===== config.mk =====
export PLATFORM = sky130hd
export DESIGN_NAME = http_get_request_parser_flat
export DESIGN_NICKNAME = d
export VERILOG_FILES = /design/src/hdl/hgrp_pkg.sv /design/src/hdl/hgrp_req_if.sv /design/src/hdl/hgrp_res_if.sv /design/src/hdl/http_get_request_parser.sv /design/src/hdl/hgrp_front.sv /design/src/hdl/hgrp_queue.sv /design/src/hdl/hgrp_engine.sv /design/src/flat_wrapper.sv
export SDC_FILE = /design/constraint.sdc
export NUM_CORES = 1
export LEC_CHECK = 0
export BUFFER_PORTS_ARGS = -buffer_cell sky130_fd_sc_hd__buf_4
export CAP_MARGIN = 20
export CORE_UTILIZATION = 35
export CTS_BUF_LIST = sky130_fd_sc_hd__clkbuf_2 sky130_fd_sc_hd__clkbuf_4 sky130_fd_sc_hd__clkbuf_8
export DETAILED_ROUTE_END_ITERATION = 10
export HOLD_SLACK_MARGIN = 0.06
export PLACE_DENSITY = 0.47
export REMOVE_ABC_BUFFERS = 1
export SLEW_MARGIN = 20
export SYNTH_ARGS = -nofsm -noshare
export SYNTH_HDL_FRONTEND = slang
export SYNTH_SLANG_ARGS = --single-unit

===== constraint.sdc =====
create_clock -name clk -period 3.7 [get_ports clk]
set_clock_uncertainty 0.05 [all_clocks]
set_input_delay 0.185 -clock clk [delete_from_list [all_inputs] [get_ports clk]]
set_output_delay 0.185 -clock clk [all_outputs]
set_load 0.03 [all_outputs]

===== src/hdl/hgrp_pkg.sv =====
// Package for the HTTP GET request parser: codes, field types, the
// classified byte record and the keyword character tables.
// No dependencies.
`timescale 1ns / 1ps
`default_nettype none

package hgrp_pkg;

    // Bytes taken per connection before overflow is flagged (64..4095)
    localparam int unsigned BUFFER_BYTES = 2048;
    localparam int unsigned BYTE_CNT_W   = 12;
    localparam logic [BYTE_CNT_W-1:0] BUFFER_LIMIT = BYTE_CNT_W'(BUFFER_BYTES);

    // Queue between the classifier and the engine
    localparam int unsigned QUEUE_DEPTH = 4;
    localparam int unsigned QUEUE_AW    = $clog2(QUEUE_DEPTH);

    // Keyword lengths
    localparam logic [3:0] GET_LEN  = 4'd3;
    localparam logic [3:0] ABS_LEN  = 4'd7;
    localparam logic [3:0] VER_LEN  = 4'd8;
    localparam logic [2:0] HOST_LEN = 3'd5;

    // Character codes
    localparam logic [7:0] CH_NUL   = 8'h00;
    localparam logic [7:0] CH_TAB   = 8'h09;
    localparam logic [7:0] CH_LF    = 8'h0A;
    localparam logic [7:0] CH_CR    = 8'h0D;
    localparam logic [7:0] CH_SPACE = 8'h20;
    localparam logic [7:0] CH_SLASH = 8'h2F;
    localparam logic [7:0] CH_H     = 8'h68;

    typedef enum logic {
        KIND_BYTE    = 1'b0,
        KIND_RESTART = 1'b1
    } kind_t;

    typedef enum logic [1:0] {
        ST_PENDING  = 2'd0,
        ST_COMPLETE = 2'd1,
        ST_BAD      = 2'd2,
        ST_OVERFLOW = 2'd3
    } status_t;

    typedef enum logic {
        PH_REQUEST = 1'b0,
        PH_HEADERS = 1'b1
    } phase_t;

    typedef enum logic [2:0] {
        FLD_METHOD  = 3'd0,
        FLD_BLANK1  = 3'd1,
        FLD_URL     = 3'd2,
        FLD_BLANK2  = 3'd3,
        FLD_VERSION = 3'd4,
        FLD_REJECT  = 3'd5
    } line_field_t;

    typedef enum logic [1:0] {
        URL_NONE = 2'd0,
        URL_GOOD = 2'd1,
        URL_ABS  = 2'd2,
        URL_BAD  = 2'd3
    } url_mode_t;

    // One request after classification
    typedef struct packed {
        logic       restart;
        logic [7:0] low;
        logic       blank;
        logic       cr;
        logic       lf;
        logic       nul;
        logic       slash;
        logic       letter_h;
    } item_t;

    function automatic logic [7:0] low_case(input logic [7:0] b);
        logic [7:0] r;
        r = b;
        if (b >= 8'h41 && b <= 8'h5A) begin
            r = b + 8'd32;
        end
        return r;
    endfunction

    function automatic logic [7:0] get_char(input logic [1:0] idx);
        logic [7:0] c;
        unique case (idx)
            2'd0:    c = 8'h67; // g
            2'd1:    c = 8'h65; // e
            2'd2:    c = 8'h74; // t
            default: c = 8'h00;
        endcase
        return c;
    endfunction

    function automatic logic [7:0] abs_char(input logic [2:0] idx);
        logic [7:0] c;
        unique case (idx)
            3'd0:    c = 8'h68; // h
            3'd1:    c = 8'h74; // t
            3'd2:    c = 8'h74; // t
            3'd3:    c = 8'h70; // p
            3'd4:    c = 8'h3A; // :
            3'd5:    c = 8'h2F; // /
            3'd6:    c = 8'h2F; // /
            default: c = 8'h00;
        endcase
        return c;
    endfunction

    function automatic logic [7:0] ver_char(input logic [2:0] idx);
        logic [7:0] c;
        unique case (idx)
            3'd0:    c = 8'h68; // h
            3'd1:    c = 8'h74; // t
            3'd2:    c = 8'h74; // t
            3'd3:    c = 8'h70; // p
            3'd4:    c = 8'h2F; // /
            3'd5:    c = 8'h31; // 1
            3'd6:    c = 8'h2E; // .
            default: c = 8'h31; // 1
        endcase
        return c;
    endfunction

    function automatic logic [7:0] host_char(input logic [2:0] idx);
        logic [7:0] c;
        unique case (idx)
            3'd0:    c = 8'h68; // h
            3'd1:    c = 8'h6F; // o
            3'd2:    c = 8'h73; // s
            3'd3:    c = 8'h74; // t
            3'd4:    c = 8'h3A; // :
            default: c = 8'h00;
        endcase
        return c;
    endfunction

endpackage

`default_nettype wire


===== src/hdl/hgrp_req_if.sv =====
// Request channel of the HTTP GET request parser: valid/ready plus payload.
// No dependencies.
`timescale 1ns / 1ps
`default_nettype none

interface hgrp_req_if;
    logic       valid;
    logic       ready;
    logic       kind;
    logic [7:0] data_byte;

    modport source (output valid, output kind, output data_byte, input ready);
    modport sink   (input valid, input kind, input data_byte, output ready);
endinterface

`default_nettype wire


===== src/hdl/hgrp_res_if.sv =====
// Result channel of the HTTP GET request parser: valid/ready plus payload.
// No dependencies.
`timescale 1ns / 1ps
`default_nettype none

interface hgrp_res_if;
    logic       valid;
    logic       ready;
    logic [1:0] status;
    logic       line_end;
    logic       in_headers;
    logic       host_seen;

    modport source (output valid, output status, output line_end,
                    output in_headers, output host_seen, input ready);
    modport sink   (input valid, input status, input line_end,
                    input in_headers, input host_seen, output ready);
endinterface

`default_nettype wire


===== src/hdl/http_get_request_parser.sv =====
// Top level of the HTTP GET request parser: front end, queue and engine.
// Depends on hgrp_pkg, hgrp_req_if, hgrp_res_if, hgrp_front, hgrp_queue, hgrp_engine.
`timescale 1ns / 1ps
`default_nettype none

// Byte-serial HTTP GET request checker. Send one request per byte of the
// incoming stream (kind 0 with data_byte), or kind 1 to restart for a new
// connection; every request returns exactly one result carrying the running
// status (pending, complete GET, bad request, buffer overflow), a flag for
// the LF that closed a CRLF line, and sticky in_headers and host_seen flags.
// Throughput is one request per clock while the result side is ready: the
// front end classifies a byte in the cycle it is accepted and writes it
// into a four-entry queue, and the engine pops one byte per cycle into its
// output register. A result is presented from the output register once its
// request has passed through the queue. Stalls on the result side fill the
// queue and then drop ready on the request side; once a final status is
// reached, bytes are still accepted and answered with that status until a
// restart arrives.

module http_get_request_parser (
    input  wire logic  clk,
    input  wire logic  rst_n,
    hgrp_req_if.sink   req,
    hgrp_res_if.source res
);
    import hgrp_pkg::*;

    item_t push_item;
    item_t pop_item;
    logic  push;
    logic  pop;
    logic  q_full;
    logic  q_empty;

    // Classify and enqueue incoming requests
    hgrp_front u_front (
        .req       (req),
        .q_full    (q_full),
        .push_item (push_item),
        .push      (push)
    );

    // Decouple the front end from the engine
    hgrp_queue u_queue (
        .clk       (clk),
        .rst_n     (rst_n),
        .push      (push),
        .push_item (push_item),
        .pop       (pop),
        .pop_item  (pop_item),
        .full      (q_full),
        .empty     (q_empty)
    );

    // Parse and register the result
    hgrp_engine u_engine (
        .clk     (clk),
        .rst_n   (rst_n),
        .item    (pop_item),
        .q_empty (q_empty),
        .pop     (pop),
        .res     (res)
    );

endmodule

`default_nettype wire


===== src/hdl/hgrp_front.sv =====
// Front end: takes requests and classifies each byte for the engine.
// Depends on hgrp_pkg and hgrp_req_if.
`timescale 1ns / 1ps
`default_nettype none

module hgrp_front (
    hgrp_req_if.sink      req,
    input  wire logic     q_full,
    output hgrp_pkg::item_t push_item,
    output logic          push
);
    import hgrp_pkg::*;

    assign req.ready = !q_full;
    assign push      = req.valid && !q_full;

    always_comb
    begin
        push_item.restart  = (req.kind == KIND_RESTART);
        push_item.low      = low_case(req.data_byte);
        push_item.blank    = (req.data_byte == CH_SPACE) || (req.data_byte == CH_TAB);
        push_item.cr       = (req.data_byte == CH_CR);
        push_item.lf       = (req.data_byte == CH_LF);
        push_item.nul      = (req.data_byte == CH_NUL);
        push_item.slash    = (req.data_byte == CH_SLASH);
        push_item.letter_h = (low_case(req.data_byte) == CH_H);
    end

endmodule

`default_nettype wire


===== src/hdl/hgrp_queue.sv =====
// Short FIFO of classified requests between front end and engine.
// Depends on hgrp_pkg.
`timescale 1ns / 1ps
`default_nettype none

module hgrp_queue (
    input  wire logic            clk,
    input  wire logic            rst_n,
    input  wire logic            push,
    input  wire hgrp_pkg::item_t push_item,
    input  wire logic            pop,
    output hgrp_pkg::item_t      pop_item,
    output logic                 full,
    output logic                 empty
);
    import hgrp_pkg::*;

    item_t                 entry_reg [QUEUE_DEPTH];
    logic [QUEUE_AW-1:0]   wr_ptr_reg, wr_ptr_next;
    logic [QUEUE_AW-1:0]   rd_ptr_reg, rd_ptr_next;
    logic [QUEUE_AW:0]     count_reg,  count_next;

    assign full     = (count_reg == (QUEUE_AW+1)'(QUEUE_DEPTH));
    assign empty    = (count_reg == '0);
    assign pop_item = entry_reg[rd_ptr_reg];

    always_comb
    begin
        wr_ptr_next = push ? wr_ptr_reg + 1'b1 : wr_ptr_reg;
        rd_ptr_next = pop  ? rd_ptr_reg + 1'b1 : rd_ptr_reg;
        count_next  = count_reg;
        if (push && !pop) begin
            count_next = count_reg + 1'b1;
        end else if (pop && !push) begin
            count_next = count_reg - 1'b1;
        end
    end

    always_ff @(posedge clk or negedge rst_n)
    begin
        if (!rst_n) begin
            wr_ptr_reg <= '0;
            rd_ptr_reg <= '0;
            count_reg  <= '0;
        end else begin
            wr_ptr_reg <= wr_ptr_next;
            rd_ptr_reg <= rd_ptr_next;
            count_reg  <= count_next;
        end
    end

    always_ff @(posedge clk)
    begin
        if (push) begin
            entry_reg[wr_ptr_reg] <= push_item;
        end
    end

endmodule

`default_nettype wire


===== src/hdl/hgrp_engine.sv =====
// Back end: runs the request-line and header parser on classified bytes
// and holds each result in an output register. Depends on hgrp_pkg, hgrp_res_if.
`timescale 1ns / 1ps
`default_nettype none

module hgrp_engine (
    input  wire logic            clk,
    input  wire logic            rst_n,
    input  wire hgrp_pkg::item_t item,
    input  wire logic            q_empty,
    output logic                 pop,
    hgrp_res_if.source           res
);
    import hgrp_pkg::*;

    phase_t                phase_reg,        phase_next;
    line_field_t           field_reg,        field_next;
    logic [3:0]            match_pos_reg,    match_pos_next;
    logic                  match_ok_reg,     match_ok_next;
    url_mode_t             url_mode_reg,     url_mode_next;
    logic                  slash_found_reg,  slash_found_next;
    logic                  cr_pending_reg,   cr_pending_next;
    logic                  has_nul_reg,      has_nul_next;
    logic                  line_start_reg,   line_start_next;
    logic [2:0]            host_pos_reg,     host_pos_next;
    logic                  host_flag_reg,    host_flag_next;
    logic [BYTE_CNT_W-1:0] byte_count_reg,   byte_count_next;
    status_t               final_reg,        final_next;
    logic                  line_end_next;

    logic                  res_valid_reg;
    status_t               res_status_reg;
    logic                  res_line_end_reg;
    logic                  res_in_headers_reg;
    logic                  res_host_reg;

    // Take a byte whenever the output register is free or being drained
    assign pop = !q_empty && (!res_valid_reg || res.ready);

    // Next state
    always_comb
    begin
        phase_next       = phase_reg;
        field_next       = field_reg;
        match_pos_next   = match_pos_reg;
        match_ok_next    = match_ok_reg;
        url_mode_next    = url_mode_reg;
        slash_found_next = slash_found_reg;
        cr_pending_next  = cr_pending_reg;
        has_nul_next     = has_nul_reg;
        line_start_next  = line_start_reg;
        host_pos_next    = host_pos_reg;
        host_flag_next   = host_flag_reg;
        byte_count_next  = byte_count_reg;
        final_next       = final_reg;
        line_end_next    = 1'b0;

        if (pop) begin
            if (item.restart) begin
                phase_next       = PH_REQUEST;
                field_next       = FLD_METHOD;
                match_pos_next   = '0;
                match_ok_next    = 1'b1;
                url_mode_next    = URL_NONE;
                slash_found_next = 1'b0;
                cr_pending_next  = 1'b0;
                has_nul_next     = 1'b0;
                line_start_next  = 1'b1;
                host_pos_next    = '0;
                host_flag_next   = 1'b0;
                byte_count_next  = '0;
                final_next       = ST_PENDING;
            end else if (final_reg == ST_PENDING) begin
                if (byte_count_reg >= BUFFER_LIMIT) begin
                    final_next = ST_OVERFLOW;
                end else begin
                    byte_count_next = byte_count_reg + 1'b1;
                    if (cr_pending_reg) begin
                        if (!item.lf) begin
                            final_next = ST_BAD;
                        end else begin
                            line_end_next = 1'b1;
                            if (phase_reg == PH_REQUEST) begin
                                if (field_reg == FLD_VERSION && match_ok_reg &&
                                    match_pos_reg == VER_LEN && url_mode_reg == URL_GOOD) begin
                                    phase_next = PH_HEADERS;
                                end else begin
                                    final_next = ST_BAD;
                                end
                            end else if (line_start_reg) begin
                                final_next = ST_COMPLETE;
                            end else if (match_ok_reg && host_pos_reg == HOST_LEN) begin
                                host_flag_next = 1'b1;
                            end
                            // Start a fresh line
                            field_next       = FLD_METHOD;
                            match_pos_next   = '0;
                            match_ok_next    = 1'b1;
                            url_mode_next    = URL_NONE;
                            slash_found_next = 1'b0;
                            cr_pending_next  = 1'b0;
                            has_nul_next     = 1'b0;
                            line_start_next  = 1'b1;
                            host_pos_next    = '0;
                        end
                    end else if (item.cr) begin
                        cr_pending_next = 1'b1;
                    end else if (item.lf) begin
                        final_next = ST_BAD;
                    end else if (!has_nul_reg) begin
                        if (item.nul) begin
                            has_nul_next = 1'b1;
                        end else if (phase_reg == PH_REQUEST) begin
                            case (field_reg)
                                FLD_METHOD:
                                begin
                                    if (item.blank) begin
                                        field_next = (match_ok_reg && match_pos_reg == GET_LEN)
                                                     ? FLD_BLANK1 : FLD_REJECT;
                                    end else if (match_pos_reg < GET_LEN &&
                                                 item.low == get_char(match_pos_reg[1:0])) begin
                                        match_pos_next = match_pos_reg + 1'b1;
                                    end else begin
                                        match_ok_next = 1'b0;
                                    end
                                end
                                FLD_BLANK1:
                                begin
                                    if (!item.blank) begin
                                        field_next     = FLD_URL;
                                        match_pos_next = '0;
                                        if (item.slash) begin
                                            url_mode_next = URL_GOOD;
                                        end else if (item.letter_h) begin
                                            url_mode_next  = URL_ABS;
                                            match_pos_next = 4'd1;
                                        end else begin
                                            url_mode_next = URL_BAD;
                                        end
                                    end
                                end
                                FLD_URL:
                                begin
                                    if (item.blank) begin
                                        url_mode_next = (url_mode_reg == URL_GOOD ||
                                                         (url_mode_reg == URL_ABS &&
                                                          match_pos_reg == ABS_LEN &&
                                                          slash_found_reg))
                                                        ? URL_GOOD : URL_BAD;
                                        field_next = FLD_BLANK2;
                                    end else if (url_mode_reg == URL_NONE) begin
                                        if (item.slash) begin
                                            url_mode_next = URL_GOOD;
                                        end else if (item.letter_h) begin
                                            url_mode_next  = URL_ABS;
                                            match_pos_next = 4'd1;
                                        end else begin
                                            url_mode_next = URL_BAD;
                                        end
                                    end else if (url_mode_reg == URL_ABS) begin
                                        if (match_pos_reg < ABS_LEN) begin
                                            if (item.low == abs_char(match_pos_reg[2:0])) begin
                                                match_pos_next = match_pos_reg + 1'b1;
                                            end else begin
                                                url_mode_next = URL_BAD;
                                            end
                                        end else if (item.slash) begin
                                            slash_found_next = 1'b1;
                                        end
                                    end
                                end
                                FLD_BLANK2:
                                begin
                                    if (!item.blank) begin
                                        field_next     = FLD_VERSION;
                                        match_pos_next = '0;
                                        match_ok_next  = 1'b1;
                                        if (item.low == ver_char(3'd0)) begin
                                            match_pos_next = 4'd1;
                                        end else begin
                                            match_ok_next = 1'b0;
                                        end
                                    end
                                end
                                FLD_VERSION:
                                begin
                                    if (match_pos_reg < VER_LEN &&
                                        item.low == ver_char(match_pos_reg[2:0])) begin
                                        match_pos_next = match_pos_reg + 1'b1;
                                    end else begin
                                        match_ok_next = 1'b0;
                                    end
                                end
                                default:
                                begin
                                end
                            endcase
                        end else begin
                            line_start_next = 1'b0;
                            if (match_ok_reg && host_pos_reg < HOST_LEN) begin
                                if (item.low == host_char(host_pos_reg)) begin
                                    host_pos_next = host_pos_reg + 1'b1;
                                end else begin
                                    match_ok_next = 1'b0;
                                end
                            end
                        end
                    end
                end
            end
        end
    end

    always_ff @(posedge clk or negedge rst_n)
    begin
        if (!rst_n) begin
            phase_reg       <= PH_REQUEST;
            field_reg       <= FLD_METHOD;
            match_pos_reg   <= '0;
            match_ok_reg    <= 1'b1;
            url_mode_reg    <= URL_NONE;
            slash_found_reg <= 1'b0;
            cr_pending_reg  <= 1'b0;
            has_nul_reg     <= 1'b0;
            line_start_reg  <= 1'b1;
            host_pos_reg    <= '0;
            host_flag_reg   <= 1'b0;
            byte_count_reg  <= '0;
            final_reg       <= ST_PENDING;
            res_valid_reg   <= 1'b0;
        end else begin
            phase_reg       <= phase_next;
            field_reg       <= field_next;
            match_pos_reg   <= match_pos_next;
            match_ok_reg    <= match_ok_next;
            url_mode_reg    <= url_mode_next;
            slash_found_reg <= slash_found_next;
            cr_pending_reg  <= cr_pending_next;
            has_nul_reg     <= has_nul_next;
            line_start_reg  <= line_start_next;
            host_pos_reg    <= host_pos_next;
            host_flag_reg   <= host_flag_next;
            byte_count_reg  <= byte_count_next;
            final_reg       <= final_next;
            if (pop) begin
                res_valid_reg <= 1'b1;
            end else if (res.ready) begin
                res_valid_reg <= 1'b0;
            end
        end
    end

    // Result register: load on every byte taken
    always_ff @(posedge clk)
    begin
        if (pop) begin
            res_status_reg     <= final_next;
            res_line_end_reg   <= line_end_next;
            res_in_headers_reg <= (phase_next == PH_HEADERS);
            res_host_reg       <= host_flag_next;
        end
    end

    // Outputs
    always_comb
    begin
        res.valid      = res_valid_reg;
        res.status     = res_status_reg;
        res.line_end   = res_line_end_reg;
        res.in_headers = res_in_headers_reg;
        res.host_seen  = res_host_reg;
    end

endmodule

`default_nettype wire

===== src/flat_wrapper.sv =====
// flat-port wrapper written by rule: the top's interface ports become plain ports
module http_get_request_parser_flat import hgrp_pkg::*;
  (clk, rst_n, req_valid, req_kind, req_data_byte, req_ready, res_valid, res_status, res_line_end, res_in_headers, res_host_seen, res_ready);
  hgrp_req_if req_i ();
  hgrp_res_if res_i ();
  input  wire logic clk;
  input  wire logic rst_n;
  input wire logic [$bits(req_i.valid)-1:0] req_valid;
  input wire logic [$bits(req_i.kind)-1:0] req_kind;
  input wire logic [$bits(req_i.data_byte)-1:0] req_data_byte;
  output wire logic [$bits(req_i.ready)-1:0] req_ready;
  output wire logic [$bits(res_i.valid)-1:0] res_valid;
  output wire logic [$bits(res_i.status)-1:0] res_status;
  output wire logic [$bits(res_i.line_end)-1:0] res_line_end;
  output wire logic [$bits(res_i.in_headers)-1:0] res_in_headers;
  output wire logic [$bits(res_i.host_seen)-1:0] res_host_seen;
  input wire logic [$bits(res_i.ready)-1:0] res_ready;
  assign req_i.valid = req_valid;
  assign req_i.kind = req_kind;
  assign req_i.data_byte = req_data_byte;
  assign req_ready = req_i.ready;
  assign res_valid = res_i.valid;
  assign res_status = res_i.status;
  assign res_line_end = res_i.line_end;
  assign res_in_headers = res_i.in_headers;
  assign res_host_seen = res_i.host_seen;
  assign res_i.ready = res_ready;
  http_get_request_parser u_core (.clk(clk), .rst_n(rst_n), .req(req_i), .res(res_i));
endmodule

==> flow_summary.ini, run 1 <==
[final_layout]
layout_common_cells = edfxtp_1 (65), nor2_1 (57), dfrtp_1 (39)
nNetsFinal = 564
area_delta_synth_final_pct = 11.36
final_cell_count_no_fill = 751
final_common_cell = edfxtp_1
drive_gt1_share_pct = 13.83
largest_reg_flops = 60
fill_cells = 1580
final_cell_area_sq_mm = 0.006352
antenna_cells = 0

[power_and_ir_drop]
seqPwrFrac_pct = 37.6
irDropWorstVdd_mv = 0.2936
combPwrFrac_pct = 47.0
p_sw_uw = 1934
p_total_uw = 4594
intPower_uw = 2660
p_per_area_mw_per_mm2 = 723.2
pwr-share-clk_pct = 15.4
swShare_pct = 42.10
p_leak_uw = 0.002424

[clock_tree]
clockRootBuffer = clkbuf_8
numCtsBuffers = 9
h-tree-depth = 3
cts_tree = built
cts_buffer_depth = 2
cts_sinks = 106
cts_resized = 0
clk_transition_reported_paths_ns = 0.10
insertion_delay_ns = 0.39

[sta]
period_share_pct = 87.72
slew_headroom_pct = 43.82
max_freq_ghz = 0.3081
final.setup.tns_ns = 0
tightest_slew_ns = 0.8426
maxSlewViolCount = 0
finalSetupViolations = 0
period_needed_ns = 3.246
hold_violations = 0
grt_setup_unrepaired = no

[critical_path]
critPathRequiredTime_ns = 3.97
crit_type = reg -> reg
setup.worst_path.end_class = flop
crit_fanout = 7
reg2reg_slack_ns = 0.45
cp_data_arrival_time_ns = 3.52
start_kind = flop

[grt]
globalRoute.totalOverflow = 0
grt_pass1_vias = 3968
grt_max_degree = 42
grt_use_total_pct = 16.75
grt_pass1_wl_microns = 21180
antenna_found_initial = 0

[yosys]
ys_seq_elements = 106
syn_avg_cell_area_sq_um = 11.34
synth-edff-count = 65
synth_ff_type = edfxtp_1
syn-instance-count = 503
ys_types = 64
synth_area_leaders = edfxtp_1 (34%), dfrtp_1 (17%), mux4_2 (5.9%)
synthArstFlopShare_pct = 38.68
synth_seq_area_share_pct = 52.25
synth-warning-count = 0
netlist_area_sq_mm = 0.005704
synth.top_cell.area_share_pct = 34.22
yosysTopAreaCell = edfxtp_1

[floorplan]
initial_core_util_pct = 35.91
die_w_microns = 129.7
num_rows = 46
core-area_sq_mm = 0.01589
io_pins = 20
die_area_sq_mm = 0.01681
fp.dieH_microns = 129.7

[drt]
drt_iter0_drc = 238
drt_pass1_iterations = 4
vias_per_cell = 5.277
drc = 0
wl_microns = 12900
num_vias = 3963
ant_nets = 0
wl_per_cell_microns = 17.18

[placement]
place_area_sq_mm = 0.006091
post-place-cells = 728
dp_hpwl_microns = 9354
gp_congestion = 0.8033
portBuffers = 19

[flow_run]
cap_violations = 0

[status]
status = complete, no violations

[worst_hold_path]
hold_class = in -> reg
metrics by stage:
| step | util (%) | setup WS (ns) | hold WS [ns] |
|---|---|---|---|
| after CTS | 39.99 | 0.4362 | 0.08071 |
| after global placement | 38.34 | 0.5990 | 0.1642 |
| after global routing | 39.99 | 0.2680 | 0.1175 |
| after detailed placement | 38.34 | 0.4884 | 0.1680 |
| after floorplan | - | 0.5823 | -0.1606 |
| final | 39.99 | 0.4544 | 0.09811 |
worst paths after layout:
kind	cells past startpoint	start	end
setup reg to reg	9	u_core.u_queue.rd_ptr_reg[0]	u_core.u_engine.host_pos_reg[0]
hold reg to reg	1	u_core.u_queue.count_reg[2]	u_core.u_queue.count_reg[2]
setup / recovery	9	u_core.u_queue.rd_ptr_reg[0]	u_core.u_engine.host_pos_reg[0]
min in group asynchronous	2	rst_n	u_core.u_engine.match_pos_reg[2]
hold / removal	3	res_ready	u_core.u_engine.res.valid
max in group asynchronous	2	rst_n	u_core.u_engine.line_start_reg
cells by family after synthesis:
kind of cell | Yosys count | synth area share, %
muxes | 25 | 7.765
buffers and inverters | 38 | 2.895
DFF | 106 | 52.25
xor gates and xnor gates | 26 | 3.992
adders and majority gates | 21 | 4.738
AOI/OAI and AO/OA | 91 | 10.46
and+or+nand+nor | 196 | 17.90
synth_stat cells, types with 3 or more instances:
master     instances
mux2i_1            6
ha_1              20
nand2_1           32
nand4b_1           4
o21ai_0           21
a211oi_1           3
nor3b_1            5
or2_2              3
edfxtp_1          65
xor2_1            13
o2bb2ai_1          3
mux2_2             4
nor3_1            19
mux4_2            15
nand3_1           12
nor4_1             3
buf_2              3
and3_1             9
o21bai_1           3
a31oi_1            7
nand4_1            7
nor2b_1           10
a21oi_1           21
a21o_1             5
nor2_1            57
xnor2_1           13
a22o_1             5
inv_1             19
nand2b_1          12
dfrtp_1           39
or3_1              6
clkbuf_1          13
power groups by stage:
stage	clock [uW]	sequential, uW	combinational, uW
after floorplan	0	1780	1460
after global placement	0	1750	2140
after detailed placement	0	1760	2170
after CTS	743	1730	2180
after global routing	778	1770	2390
final	708	1730	2160
critical path, stage by stage, from the launching register on:
cell and delay, ns:
dfrtp_1 0.55, buf_4 0.23, mux4_2 0.62, nor4b_1 0.19, o31a_1 0.25, nor4_2 0.40
nand4b_1 0.18, or4_1 0.49, nor2_1 0.12, a21o_1 0.09
per-layer routing:
metal	global-route usage, %	vias to the layer above	wire length, microns
met2	26.52	62	6146
met5	0	-	0
met3	3.386	15	346
li1	-	1912	-
met4	5.746	0	211
met1	22.86	1974	6198
area by class of cell:
class                      count  area [sq um]  area share, %
timing repair buffer          35         280.3          4.412
sequential                   106          2980          46.92
clock buffer                   9         123.9          1.950
clock inverter                 7         67.56          1.064
tap                          216         270.3          4.254
inverter                      19         71.32          1.123
multi-input combinational    359          2559          40.28
repair_timing:
item,CTS,global route
hold buffers,7,0
buffers inserted,0,0
setup endpoints to repair,0,0
endpoints found under the hold margin,63,0
(Power assumes the default switching activity.)
==> run 2, diff against run 1 <==
--- a/config.mk
+++ b/config.mk
@@ -13,3 +13,4 @@
 export HOLD_SLACK_MARGIN = 0.06
-export PLACE_DENSITY = 0.47
+export PLACE_DENSITY = 0.61
+export RECOVER_POWER = 50
 export REMOVE_ABC_BUFFERS = 1
==> constraint.sdc (replaced) <==
create_clock -name clk -period 3.7 [get_ports clk]
set_clock_uncertainty 0.05 [all_clocks]
set_input_delay 0.37 -clock clk [delete_from_list [all_inputs] [get_ports clk]]
set_output_delay 0.37 -clock clk [all_outputs]
set_load 0.03 [all_outputs]
==> run 2 against run 1 <==
Effect of this change:
- the flow now finishes with violations (capacitance limit, slew limit)
- critical path type unchanged
- combinational power down 4%
- cell area down 2.4%
- critical path depth down 1
- highest routed layer unchanged
- register-to-register slack better by 0.05 ns
- non-clock buffer count down 10
- setup slack better by 0.053 ns
- first-iteration DRC count down 2.1%
==> flow_summary.ini, run 2 (synthesized netlist as in run 1, its figures left out) <==
[power_and_ir_drop]
seqPwrFrac_pct = 38.5
intPower_uw = 2596
p_per_area_mw_per_mm2 = 723.7
pwr-share-clk_pct = 15.1
combPwrFrac_pct = 46.4
irDropWorstVdd_mv = 0.3244
p_sw_uw = 1890
p_leak_uw = 0.002319
p_total_uw = 4487
swShare_pct = 42.13

[critical_path]
timing.rr.start = u_core.u_queue.rd_ptr_reg[0]
r2r-end = u_core.u_engine.match_pos_reg[0]
start_kind = flop
crit_family = compound AO/OA/AOI/OAI gates
setup.worst_path.end_class = flop
critPathSlowestCell = mux4_2
slowest_delay_ns = 0.60
critPathRequiredTime_ns = 3.93
path_cells = buf_4 -> mux4_2 -> nor2b_1 -> nor3_1 -> a2111oi_0 -> o21ai_1 -> a211o_1 -> mux2i_1
reg2reg_slack_ns = 0.51
crit_type = reg -> reg
crit_fanout = 15
ff2ff_path_depth = 8
path_buf_inv = 1
cp_data_arrival_time_ns = 3.42

[final_layout]
nNetsFinal = 554
drive_gt1_share_pct = 10.48
antenna_cells = 0
largest_reg_flops = 60
final_common_cell = edfxtp_1
area_delta_synth_final_pct = 8.686
final_cell_area_sq_mm = 0.006200
layout_common_cells = edfxtp_1 (65), nor2_1 (57), dfrtp_1 (39)
fin_util_pct = 39.03

[sta]
period_share_pct = 86.28
slew_headroom_pct = -49.92
hold_violations = 0
fin_hold_ws_ns = 0.2115
tightest_slew_ns = 2.249
final.setup.tns_ns = 0
max_freq_ghz = 0.3133
grt_setup_unrepaired = no
maxSlewViolCount = 42
period_needed_ns = 3.192
finalSetupViolations = 0

[placement]
place_area_sq_mm = 0.006061
gp_congestion = 0.8799
portBuffers = 19
dp_hpwl_microns = 8605

[grt]
grt_max_degree = 42
grt_pass1_vias = 3994
grt_pass1_wl_microns = 20360
globalRoute.totalOverflow = 0
antenna_found_initial = 0
grt_use_total_pct = 15.80

[clock_tree]
cts_buffer_depth = 2
cts_sinks = 106
h-tree-depth = 3
clk_transition_reported_paths_ns = 0.11
numCtsBuffers = 9
clockRootBuffer = clkbuf_8
cts_tree = built
insertion_delay_ns = 0.39
post_cts_buffers = 0

[drt]
vias_per_cell = 5.352
drt_iter0_drc = 233
wl_microns = 12140
drc = 0
wl_per_cell_microns = 16.38
ant_nets = 0
num_vias = 3966
drt_pass1_iterations = 5

[worst_hold_path]
hold_class = in -> reg
hp-start = req_kind
hold_depth = 1
holdPathEnd = u_core.u_queue.entry_reg[1][14]

[flow_run]
cap_violations = 1

[floorplan]
core-area_sq_mm = 0.01589
initial_core_util_pct = 35.91
die_w_microns = 129.7
fp.dieH_microns = 129.7
die_area_sq_mm = 0.01681
num_rows = 46
io_pins = 20

[status]
violations = capacitance limit, slew limit
status = complete, but fails checks
==> run 2: power groups by stage <==
stage	registers [uW]	logic, uW	clock network, uW
3_5_place_dp	1760	2090	0
5_1_grt	1770	2320	734
2_1_floorplan	1780	1460	0
3_3_place_gp	1740	2040	0
6_report	1730	2080	678
4_1_cts	1730	2100	699
==> run 2: final cells by class <==
cell class	count	area, sq um
Fill cell	1591	9686
Sequential cell	106	2980
Multi-Input combinational cell	359	2559
Tap cell	216	270.3
Timing Repair Buffer	25	137.6
Clock buffer	9	123.9
Inverter	19	71.32
Clock inverter	7	57.56
==> run 2: repair_timing <==
item / in CTS / in global routing
hold buffers: 1 / 0
endpoints found under the setup margin: 0 / 0
resized for setup: 0 / 0
hold endpoints to repair: 39 / 0
==> run 2: routing by layer <==
layer | GRT usage, % | vias up | share of wire [%]
li1 | - | 1891 | -
met3 | 3.675 | 20 | 4.9
met1 | 20.89 | 1945 | 47
met4 | 6.019 | 0 | 1.7
met2 | 25.23 | 110 | 47
met5 | 0 | - | 0
==> run 2: worst reg2reg max path, cell delays in order (launching register included) <==
cell       delay, ns
dfrtp_1         0.49
buf_4           0.34
mux4_2          0.60
nor2b_1         0.24
nor3_1          0.07
a2111oi_0       0.54
o21ai_1         0.17
a211o_1         0.42
mux2i_1         0.16
==> run 2: worst max path at each step <==
| stage | from | end | slack, ns | depth (start not counted) |
|---|---|---|---|---|
| after global placement | u_core.u_queue.rd_ptr_reg[0] | u_core.u_engine.match_pos_reg[2] | 0.60 | 8 |
| final | u_core.u_queue.rd_ptr_reg[0] | u_core.u_engine.match_pos_reg[0] | 0.51 | 8 |
| after CTS | u_core.u_queue.rd_ptr_reg[0] | u_core.u_engine.match_pos_reg[0] | 0.49 | 8 |
| after global routing | u_core.u_queue.rd_ptr_reg[0] | u_core.u_engine.match_pos_reg[3] | 0.20 | 8 |
| after detailed placement | u_core.u_queue.rd_ptr_reg[0] | u_core.u_engine.match_pos_reg[0] | 0.50 | 8 |
| after floorplan | u_core.u_queue.rd_ptr_reg[0] | u_core.u_engine.host_pos_reg[0] | 0.58 | 8 |
==> run 2: per-stage QoR <==
| step | setup WS (ns) | std cells |
|---|---|---|
| after detailed placement | 0.5041 | 724 |
| final | 0.5078 | 741 |
| after global routing | 0.2038 | 741 |
| after global placement | 0.5986 | 724 |
| after CTS | 0.4866 | 741 |
| after floorplan | 0.5823 | 484 |
==> run 3, diff against run 2 <==
- RECOVER_POWER: 50 -> 25
==> run 3 against run 2 <==
Effect of this change:
- the run still ends with capacitance limit, slew limit left
- die area is the same
- clock power is essentially flat
- maximum frequency shrank 0.27%
==> flow_summary.ini, run 3 (synthesized netlist as in run 1, its figures left out) <==
[sta]
maxSlewViolCount = 42
final.setup.tns_ns = 0
max_freq_ghz = 0.3124
hold_violations = 0
slew_headroom_pct = -51.04
period_needed_ns = 3.201
tightest_slew_ns = 2.266
fin_hold_ws_ns = 0.2114
finalSetupViolations = 0
period_share_pct = 86.51
grt_setup_unrepaired = no

[final_layout]
area_delta_synth_final_pct = 9.147
layout_common_cells = edfxtp_1 (65), nor2_1 (57), dfrtp_1 (39)
antenna_cells = 0
fill_cells = 1587
largest_reg_flops = 60
final_cell_area_sq_mm = 0.006226
nNetsFinal = 554
final_common_cell = edfxtp_1
fin_util_pct = 39.19
drive_gt1_share_pct = 11.81

[drt]
drt_iter0_drc = 252
wl_met2_microns = 5730
num_vias = 3966
wl_met1_microns = 5633
vias_per_cell = 5.352
drc = 0
route.met3.wl_microns = 568
drt_pass1_iterations = 4
ant_nets = 0
dr.max_layer_used = met4
wl_per_cell_microns = 16.35
wl_microns = 12120

[clock_tree]
numCtsBuffers = 9
h-tree-depth = 3
clk_transition_reported_paths_ns = 0.11
post_cts_buffers = 0
insertion_delay_ns = 0.39
cts_buffer_depth = 2
clockRootBuffer = clkbuf_8
cts_tree = built
cts_sinks = 106

[floorplan]
initial_core_util_pct = 35.91
fp.dieH_microns = 129.7
io_pins = 20
core-area_sq_mm = 0.01589
num_rows = 46
die_area_sq_mm = 0.01681
die_w_microns = 129.7

[grt]
grt_max_degree = 42
grt_pass1_wl_microns = 20360
grt_pass1_vias = 3994
grt_use_total_pct = 15.80
antenna_found_initial = 0
globalRoute.totalOverflow = 0

[flow_run]
cap_violations = 1

[power_and_ir_drop]
p_leak_uw = 0.002344
p_total_uw = 4508
irDropWorstVdd_mv = 0.3229
p_per_area_mw_per_mm2 = 724.0

[placement]
portBuffers = 19
dp_hpwl_microns = 8605
gp_congestion = 0.8799
place_area_sq_mm = 0.006061

[critical_path]
ff2ff_path_depth = 8
crit_fanout = 15
critPathSlowestCell = mux4_2
cp_data_arrival_time_ns = 3.43
critPathRequiredTime_ns = 3.93
start_kind = flop
crit_type = reg -> reg
setup.worst_path.end_class = flop
path_cells = buf_4 -> mux4_2 -> nor2b_1 -> nor3_1 -> a2111oi_0 -> o21ai_1 -> a211o_1 -> mux2i_1
slowest_delay_ns = 0.60

[status]
status = complete, but fails checks
violations = capacitance limit, slew limit

[worst_hold_path]
hold_class = in -> reg
hold_depth = 1
==> run 3: cell count changes in the layout (fill, tap and decap cells not counted), sizes merged <==
| cell | delta |
|---|---|
| buf | +7 |
| clkbuf | -7 |
==> run 3: area by class of cell <==
cell class / instances / area, sq um / share of cell area [%]
Sequential cell: 106 / 2980 / 47.87
Timing Repair Buffer: 25 / 163.9 / 2.633
Tap cell: 216 / 270.3 / 4.341
Clock buffer: 9 / 123.9 / 1.990
Inverter: 19 / 71.32 / 1.145
Clock inverter: 7 / 57.56 / 0.9244
Multi-Input combinational cell: 359 / 2559 / 41.10
==> run 3: per-layer routing <==
metal | global-route usage (%) | up-vias
met5 | 0 | -
met4 | 6.019 | 0
met3 | 3.675 | 15
met2 | 25.23 | 99
met1 | 20.89 | 1964
li1 | - | 1888
==> run 3: where the power goes <==
part	switching (uW)	total [uW]	internal (uW)
Combinational	1260	2100	838
Clock	423	677	254
Sequential	206	1730	1520
==> run 3: worst paths after layout <==
check	startpoint	endpoint	slack, ns
max in group asynchronous	rst_n	u_core.u_engine.byte_count_reg[1]	1.17
worst min register to register	u_core.u_engine.line_start_reg	u_core.u_engine.line_start_reg	0.43
worst max register to register	u_core.u_queue.rd_ptr_reg[0]	u_core.u_engine.match_pos_reg[0]	0.50
worst max-delay path	u_core.u_queue.rd_ptr_reg[0]	u_core.u_engine.match_pos_reg[0]	0.50
worst min-delay path	req_kind	u_core.u_queue.entry_reg[1][14]	0.21
min in group asynchronous	rst_n	u_core.u_queue.wr_ptr_reg[0]	1.15
==> run 3: metrics by stage <==
| stage | cells | setup WS, ns |
|---|---|---|
| 6_report | 741 | 0.4991 |
| 5_1_grt | 741 | 0.2038 |
| 4_1_cts | 741 | 0.4866 |
| 3_5_place_dp | 724 | 0.5041 |
| 2_1_floorplan | 484 | 0.5823 |
| 3_3_place_gp | 724 | 0.5986 |
==> run 3: timing repair <==
item | in CTS | in global routing
resized for setup | 0 | 0
hold endpoints to repair | 39 | 0
hold buffers | 1 | 0
==> run 3: critical path: cells and delay by family (launching register included) <==
family / cells / cell delay, ns
multiplexers: 2 / 0.76
AO/OA/AOI/OAI: 3 / 1.14
buffers and inverters: 1 / 0.34
flip-flops: 1 / 0.49
AND/OR/NAND/NOR: 2 / 0.32
